### config.mk
export PLATFORM = sky130hd
export DESIGN_NAME = tpc_fifo
export DESIGN_NICKNAME = d
export VERILOG_FILES = /design/src/sv/triangle_plane_clipper_assert.svh /design/src/sv/tpc_fifo.sv
export SDC_FILE = /design/constraint.sdc
export NUM_CORES = 1
export LEC_CHECK = 0
export ABC_CLOCK_PERIOD_IN_PS = 3940
export BUFFER_PORTS_ARGS = -buffer_cell sky130_fd_sc_hd__buf_4
export CORE_AREA = 2 2 39 41
export CTS_CLUSTER_DIAMETER = 30
export CTS_CLUSTER_SIZE = 40
export DETAILED_ROUTE_END_ITERATION = 10
export DIE_AREA = 0 0 41 43
export SLEW_MARGIN = 20
export SYNTH_ARGS = -nofsm -noshare
export SYNTH_HDL_FRONTEND = slang
export SYNTH_SLANG_ARGS = --single-unit
### constraint.sdc
create_clock -name clk -period 3.94 [get_ports clk]
set_clock_uncertainty 0.1 [all_clocks]
set_input_delay 0.788 -clock clk [delete_from_list [all_inputs] [get_ports clk]]
set_output_delay 0.788 -clock clk [all_outputs]
set_load 0.02 [all_outputs]
### src/sv/triangle_plane_clipper_assert.svh
// Assertion macros shared by the triangle plane clipper RTL.
// Plain concurrent properties on a rising clock with an active-low reset.
`ifndef TRIANGLE_PLANE_CLIPPER_ASSERT_SVH
`define TRIANGLE_PLANE_CLIPPER_ASSERT_SVH

// The consequent must hold in the same cycle as the antecedent.
`define TPC_ASSERT_IMPLIES(label, clk, rst_n, pre, post) \
    label: assert property (@(posedge clk) disable iff (!rst_n) (pre) |-> (post)) \
        else $error("triangle plane clipper: same-cycle property failed");

// The consequent must hold in the cycle after the antecedent.
`define TPC_ASSERT_NEXT(label, clk, rst_n, pre, post) \
    label: assert property (@(posedge clk) disable iff (!rst_n) (pre) |=> (post)) \
        else $error("triangle plane clipper: next-cycle property failed");

`endif

### src/sv/tpc_fifo.sv
// Small register FIFO used for the classified-triangle queue and the item store.
// Depends on nothing; width and depth come from the instantiating module.
module tpc_fifo #(
    parameter int WIDTH = 1,
    parameter int DEPTH = 4
) (
    input  logic             clk,
    input  logic             rst_n,
    input  logic             push,
    input  logic [WIDTH-1:0] wdata,
    input  logic             pop,
    output logic [WIDTH-1:0] rdata,
    output logic             full,
    output logic             empty
);

    localparam int AW = (DEPTH > 1) ? $clog2(DEPTH) : 1;
    localparam int CW = $clog2(DEPTH + 1);

    logic [WIDTH-1:0] mem [DEPTH];
    logic [AW-1:0]    wr_ptr_reg, wr_ptr_next;
    logic [AW-1:0]    rd_ptr_reg, rd_ptr_next;
    logic [CW-1:0]    count_reg, count_next;

    assign full  = (count_reg == CW'(DEPTH));
    assign empty = (count_reg == '0);
    assign rdata = mem[rd_ptr_reg];

    always_comb
    begin
        wr_ptr_next = wr_ptr_reg;
        rd_ptr_next = rd_ptr_reg;
        count_next  = count_reg;
        if (push)
        begin
            wr_ptr_next = (wr_ptr_reg == AW'(DEPTH - 1)) ? '0 : wr_ptr_reg + 1'b1;
        end
        if (pop)
        begin
            rd_ptr_next = (rd_ptr_reg == AW'(DEPTH - 1)) ? '0 : rd_ptr_reg + 1'b1;
        end
        if (push && !pop)
        begin
            count_next = count_reg + 1'b1;
        end
        else if (pop && !push)
        begin
            count_next = count_reg - 1'b1;
        end
    end

    always_ff @(posedge clk or negedge rst_n)
    begin
        if (!rst_n)
        begin
            wr_ptr_reg <= '0;
            rd_ptr_reg <= '0;
            count_reg  <= '0;
        end
        else
        begin
            wr_ptr_reg <= wr_ptr_next;
            rd_ptr_reg <= rd_ptr_next;
            count_reg  <= count_next;
        end
    end

    always_ff @(posedge clk)
    begin
        if (push)
        begin
            mem[wr_ptr_reg] <= wdata;
        end
    end

endmodule

# ---- Word-level counts from Yosys, hierarchy flattened
# Memory sizes are Yosys's and may differ from the RTL's.
# Index checks and enable logic that the tools add are counted.
# Widths: inputs -> output; s select.
dict set report op_classes {
  add_sub_neg 4
  n_eq_ne 3
  muxes 6
  n_reduce_logical 6
}
# operator count
set ops {}
lappend ops {{$mux 3} 2}
lappend ops {{$add 2x1->2 const B} 2}
lappend ops {{$eq 2x2->1 const B} 2}
lappend ops {{$mux 2} 2}
lappend ops {{$add 3x1->3 const B} 1}
lappend ops {{$eq 3x3->1 const B} 1}
lappend ops {{$logic_not 3->1} 1}
lappend ops {{$sub 3x1->3 const B} 1}
lappend ops {{$logic_and 1x1->1} 2}
lappend ops {{$logic_not 1->1} 2}
lappend ops {{$mux 1} 2}
lappend ops {{$reduce_bool 2->1} 1}
dict set report totals {
  ff_bits 7
  ram_bits 4
  in_bits 5
  wordCells 23
  n_memories 1
}
# memory words word_bits read_ports rd_clocked_by_memory_dff write_ports line
set mem_list {}
lappend mem_list {mem 4 1 1 0 1 tpc_fifo.sv:20} ;# logic [WIDTH-1:0] mem [DEPTH];

# ---- Depth between registers and ports, before layout
# Gate-level depths: netlist (run 1).
dict set report depth {
  word_depth 4
  depth_mapped 7
  depth_no_buf 7
}

# ---- Least setup slack after synthesis (run 1)
# No wires, ideal clock.
dict set report synth_path {
  path_type {input to register}
  from {in pop}
  to {reg count_reg[2]}
  setup_ps 79
  arrival_ps 1794
  slack_ps 1967
  path_stages 7
  path_buffers 0
  cell_sequence {inv_1 ha_1 inv_1 fa_1 xor2_1 nor2_1 xor2_1}
}
dict set report synth_via {
  elab_chain_cells 3
  word_cells_on_any_way 5
  cone_classes {mux: 1; reduce/logical: 4}
}
# item line
set synth_rtl {}
lappend synth_rtl {{start, declared} tpc_fifo.sv:11} ;# input logic pop,
lappend synth_rtl {{$logic_not 1->1} tpc_fifo.sv:42} ;# if (push && !pop)
lappend synth_rtl {{$logic_and 1x1->1} tpc_fifo.sv:42}
lappend synth_rtl {{$mux 3 / $reduce_bool 2->1 (equally long branches)} -}
lappend synth_rtl {{end signal, assigned} tpc_fifo.sv:64} ;# count_reg <= count_next;
lappend synth_rtl {{end, declared} tpc_fifo.sv:23} ;# logic [CW-1:0] count_reg, count_next;
# Parallel ways exist; a longest one is shown, timed or not.
# A chain may end at the register's enable or synchronous reset.

# ---- Worst setup path after layout (run 1)
dict set report layout_path {
  from {reg rd_ptr_reg[0]}
  to {out rdata}
}
dict set report layout_via {
  elab_chain_cells 1
}
# item line
set layout_rtl {}
lappend layout_rtl {{start, declared} tpc_fifo.sv:22} ;# logic [AW-1:0] rd_ptr_reg, rd_ptr_next;
lappend layout_rtl {{start signal, assigned} tpc_fifo.sv:63} ;# rd_ptr_reg <= rd_ptr_next;
lappend layout_rtl {{$mem_v2 4x1} -}
lappend layout_rtl {{end, declared} tpc_fifo.sv:12} ;# output logic [WIDTH-1:0] rdata,
# No other way between the ends.

==> impl_metrics.tcl, run 1 <==
set metrics [dict create \
    status "completed" \
    regArea_um2 295 \
    synth.net_count 54 \
    pre_cts_ws_ns 1.74 \
    intPower_w 0.000292 \
    port_buffers 7 \
    clk_pin_slew_ns 0.07 \
    largest_reg_flops 4 \
    p_sw_w 0.000156 \
    area_growth_pct 17.8 \
    hp-class "primary input to async pin" \
    netSwitchingFraction 0.348 \
    ys_seq_area_frac 0.532 \
    multiInputGateArea_um2 241 \
    num_vias 329 \
    route.detailed.drc 0 \
    hpwl_um 618 \
    finalCritPeriodShare 0.567 \
    hold_viol 0 \
    grt.overflow.total 0 \
    die_y_um 43 \
    detail-route-antenna-nets 0 \
    dr.pass1.iters 4 \
    fillCellCount 121 \
    cp-start-kind "flip-flop" \
    routed_wl_um 817 \
    startpoint "rd_ptr_reg[0]" \
    n_antenna_cell 0 \
    fin_tns_setup_ns 0 \
    worstPathArrival_ns 1.35 \
    gp_congestion 0.712 \
    htreeDepth 1 \
    io_pins 8 \
    maxSlewHeadroom 0.871 \
    grt_antenna_before_repair 0 \
    worstSetupEndpointType "output pin" \
    syn_inst 42 \
    core_mm2 0.00138 \
    cap_violations 0 \
    grt_pass1_wl_um 1340 \
    root_buffer "clkbuf_4" \
    rsz0062_at_grt "no" \
    final_nets 66 \
    power_density_mw_per_mm2 684 \
    dieArea_mm2 0.00176 \
    setup_viol 0 \
    synth_area_um2 556 \
    synth_seq_cells 11 \
    postLayoutCellArea_um2 654 \
    vias_per_cell 4.77 \
    post_route_cells_drive_above_1_share 0.264 \
    clockBufferDepth 2 \
    tightest_slew_ns 0.193 \
    critPathRequiredTime_ns 3.05 \
    power.leakage_nw 0.295 \
    max_freq_mhz 448 \
    placed_area_um2 628 \
    fin_cells 69 \
    syn_area_per_cell_um2 13.2 \
    min_period_ns 2.23 \
    first_global_vias 331 \
    num_rows 14 \
    cp_max_fo 4 \
    yosys_warnings 0 \
    postCtsSetupBuffers 0 \
    combinationalPowerShare 0.371 \
    post_cts_resized 0 \
    clock_latency_ns 0.27 \
    numCtsBuffers 3 \
    slew_violations 0 \
    critical_path_class "flip-flop to output pin" \
    power_frac_seq 0.456 \
    grt_usage 0.118 \
    ys_types 16 \
    vdd_drop_max_uv 268 \
    pwr-share-clk 0.173 \
    drt_iter0_drc 8 \
    fin_ws_ns 1.71 \
    clock_sinks 11 \
    fp.dieW_um 41 \
    holdBufCountCts 0 \
    grt_max_degree 10 \
    initial_core_util 0.401 \
    r2r-start "count_reg[0]" \
    wire_per_inst_um 11.8 \
    tritoncts "built" \
    dp.cells 65 \
]
==> layout make-up <==
class | instances | area share
flip-flops and latches | 11 | 0.451
multi-input cells | 26 | 0.369
repair buffers | 7 | 0.0803
clock buffers | 4 | 0.0402
well taps | 16 | 0.0306
inverters | 5 | 0.0287
==> cell usage in the layout, fill, tap and decap left out, drive strengths merged, types with 2 or more instances in the layout <==
cell and n:
xor2 2, dfrtp 7, mux2 3, inv 5, buf 7, nor2 2
and2 4, o21ai 2, edfxtp 4, ha 6, clkbuf 4
==> worst max-delay path: stages, from the launching register on <==
cell and delay, ns:
dfrtp_1 0.41, mux4_2 0.51, buf_4 0.17
==> Yosys cell counts <==
cell type | count | area [um2]
and2_1 | 4 | 25.0
dfrtp_1 | 7 | 175
edfxtp_1 | 4 | 120
fa_1 | 1 | 20.0
ha_1 | 6 | 75.1
inv_1 | 5 | 18.8
mux2_2 | 3 | 33.8
mux4_2 | 1 | 22.5
nand2_1 | 1 | 3.75
nand3_1 | 1 | 5.00
nor2_1 | 2 | 7.51
nor3_1 | 1 | 5.00
nor3b_1 | 1 | 7.51
o21ai_0 | 2 | 10.0
xnor2_1 | 1 | 8.76
xor2_1 | 2 | 17.5
==> power groups by stage <==
stage / clock network (W) / logic [W] / registers [W]
2_1_floorplan: 0 / 0.000123 / 0.000196
3_3_place_gp: 0 / 0.000158 / 0.000202
3_5_place_dp: 0 / 0.000169 / 0.000205
4_1_cts: 0.0000798 / 0.000170 / 0.000203
5_1_grt: 0.0000839 / 0.000191 / 0.000211
6_report: 0.0000772 / 0.000166 / 0.000204
==> logic make-up after synthesis <==
group | Yosys count | share of synthesized area
buf+inv | 5 | 0.0338
mux | 4 | 0.101
fa+ha+maj | 7 | 0.171
compound gates | 2 | 0.0180
simple gates | 10 | 0.0968
xor+xnor | 3 | 0.0473
flops | 11 | 0.532
==> path summary, 6_finish.rpt <==
path,endpoint,slack [ns],depth (start not counted)
worst max-delay path,rdata,1.71,2
worst min-delay path,wr_ptr_reg[1],0.22,1
worst max register to register,count_reg[2],2.45,4
worst min register to register,count_reg[2],0.41,1
max in group asynchronous,rd_ptr_reg[0],3.40,1
min in group clk,count_reg[2],0.41,1
==> per-layer routing <==
metal,vias up,part of all wire,track usage
li1,163,-,-
met1,162,0.49,0.160
met2,4,0.47,0.156
met3,0,0.035,0.0314
met4,0,0,0.0800
met5,-,0,0
==> metrics by stage <==
step | power [W] | hold slack, ns | util
4_1_cts | 0.000453 | 0.216 | 0.473
2_1_floorplan | 0.000319 | 0.356 | -
3_3_place_gp | 0.000360 | 0.370 | 0.454
5_1_grt | 0.000486 | 0.220 | 0.473
3_5_place_dp | 0.000375 | 0.388 | 0.454
6_report | 0.000447 | 0.220 | 0.473
No activity file was read; power rests on OpenSTA's default activity.
==> run 2: changes to the inputs <==
--- a/config.mk
+++ b/config.mk
@@ -5,7 +5,7 @@
 export SDC_FILE = /design/constraint.sdc
 export NUM_CORES = 1
 export LEC_CHECK = 0
-export ABC_CLOCK_PERIOD_IN_PS = 3940
+export ABC_CLOCK_PERIOD_IN_PS = 2000
 export BUFFER_PORTS_ARGS = -buffer_cell sky130_fd_sc_hd__buf_4
 export CORE_AREA = 2 2 39 41
 export CTS_CLUSTER_DIAMETER = 30
==> constraint.sdc (replaced) <==
create_clock -name clk -period 2 [get_ports clk]
set_clock_uncertainty 0.1 [all_clocks]
set_input_delay 0.4 -clock clk [delete_from_list [all_inputs] [get_ports clk]]
set_output_delay 0.4 -clock clk [all_outputs]
set_load 0.02 [all_outputs]
==> run 2 against run 1 <==
  * Cell area is 1.5% higher
  * Die area did not move
  * Clock power grew 96%
  * Cell count is 1.4% higher
  * Sequential cell count stayed put
  * Worst hold slack gained 0.0040 ns
  * Register-to-register slack got worse by 1.9 ns
==> impl_metrics.tcl, run 2 (synthesized netlist as in run 1, its figures left out) <==
set metrics [dict create \
    clk_pin_slew_ns 0.07 \
    finalCritPeriodShare 0.928 \
    core_mm2 0.00138 \
    dieArea_mm2 0.00176 \
    route.met2.wl_um 434 \
    worstPathArrival_ns 1.36 \
    grt_max_degree 10 \
    fin_cells 70 \
    n_antenna_cell 0 \
    largest_reg_flops 4 \
    final_util 0.480 \
    clock_sinks 11 \
    hold_viol 0 \
    tightest_slew_ns 0.189 \
    gp_congestion 0.716 \
    detail-route-antenna-nets 0 \
    dp.cells 65 \
    initial_core_util 0.401 \
    drt_iter0_drc 2 \
    slew_violations 0 \
    routed_wl_um 853 \
    startpoint "rd_ptr_reg[0]" \
    cp-start-kind "flip-flop" \
    post_route_cells_drive_above_1_share 0.259 \
    clockBufferDepth 2 \
    power_density_mw_per_mm2 1340 \
    first_global_vias 354 \
    root_buffer "clkbuf_4" \
    postCtsSetupBuffers 0 \
    num_vias 322 \
    critPathRequiredTime_ns 1.50 \
    num_rows 14 \
    reg2reg_to "count_reg[2]" \
    numCtsBuffers 3 \
    status "completed" \
    worstSetupEndpointType "output pin" \
    power.leakage_nw 0.299 \
    rsz0062_at_grt "no" \
    route.detailed.drc 0 \
    die_y_um 43 \
    fp.dieW_um 41 \
    hp-class "primary input to flip-flop" \
    dr.max_layer_used "met4" \
    maxSlewHeadroom 0.873 \
    reg2reg_setup_slack_ns 0.51 \
    final_nets 67 \
    wire_per_inst_um 12.2 \
    post_cts_resized 0 \
    critical_path_class "flip-flop to output pin" \
    io_pins 8 \
    fin_ws_ns 0.143 \
    vias_per_cell 4.60 \
    holdBufCountCts 1 \
    grt_antenna_before_repair 0 \
    grt.overflow.total 0 \
    tritoncts "built" \
    grt_usage 0.136 \
    max_freq_mhz 539 \
    rr_worst_depth 4 \
    htreeDepth 1 \
    grt_pass1_wl_um 1460 \
    routed-wl-met3_um 32 \
    cp_max_fo 4 \
    min_period_ns 1.86 \
    crit_path_end "rdata" \
    hpwl_um 673 \
    cap_violations 0 \
    setup_viol 0 \
    met1_length_um 345 \
    vdd_drop_max_uv 573 \
    layout_common_cells "dfrtp_1, buf_4, ha_1, inv_1" \
    r2r-start "count_reg[0]" \
    port_buffers 7 \
    dr.pass1.iters 4 \
    pre_cts_ws_ns 0.208 \
    area_growth_pct 19.6 \
    clock_latency_ns 0.27 \
    fin_tns_setup_ns 0 \
]
run 2: cell types whose count changed in the layout (fill, tap and decap cells not counted):
cell	previous run	this run
dlygate4sd3_1	0	1
run 2: worst min path at each step:
| stage | to | slack, ns | depth (start not counted) | startpoint |
|---|---|---|---|---|
| 6_report | mem[1] | 0.22 | 1 | wdata |
| 5_1_grt | mem[1] | 0.23 | 1 | wdata |
| 4_1_cts | mem[1] | 0.22 | 1 | wdata |
| 3_5_place_dp | rd_ptr_reg[1] | 0.12 | 1 | rst_n |
| 3_3_place_gp | rd_ptr_reg[0] | 0.12 | 1 | rst_n |
| 2_1_floorplan | count_reg[0] | 0.004 | 0 | rst_n |
run 2: critical path, cell delays in order, from the launching register on:
cell and delay, ns:
dfrtp_1 0.41, mux4_2 0.51, buf_4 0.17
run 2: per-stage QoR:
stage	cell area [um2]	total power [W]	hold slack [ns]
after floorplan	556	0.000629	0.00441
after global placement	628	0.000710	0.117
after detailed placement	628	0.000747	0.119
after CTS	664	0.000904	0.219
after global routing	664	0.000960	0.226
final	664	0.000888	0.224
run 2: metal layers:
metal | global-route usage | vias up
met2 | 0.203 | 6
met4 | 0.140 | 0
met1 | 0.135 | 147
met5 | 0 | -
li1 | - | 165
met3 | 0.0366 | 4
run 2: power breakdown:
group          total, W  internal [W]  switching (W)
Clock          0.000151     0.0000773      0.0000742
Combinational  0.000339      0.000182       0.000157
Sequential     0.000398      0.000321      0.0000766
run 2: layout make-up:
cell class                      instances  area (um2)
Fill cell                             119         719
Multi-Input combinational cell         26         241
Timing Repair Buffer                    8        62.6
Tap cell                               16        20.0
Inverter                                5        18.8
Clock buffer                            4        26.3
Sequential cell                        11         295
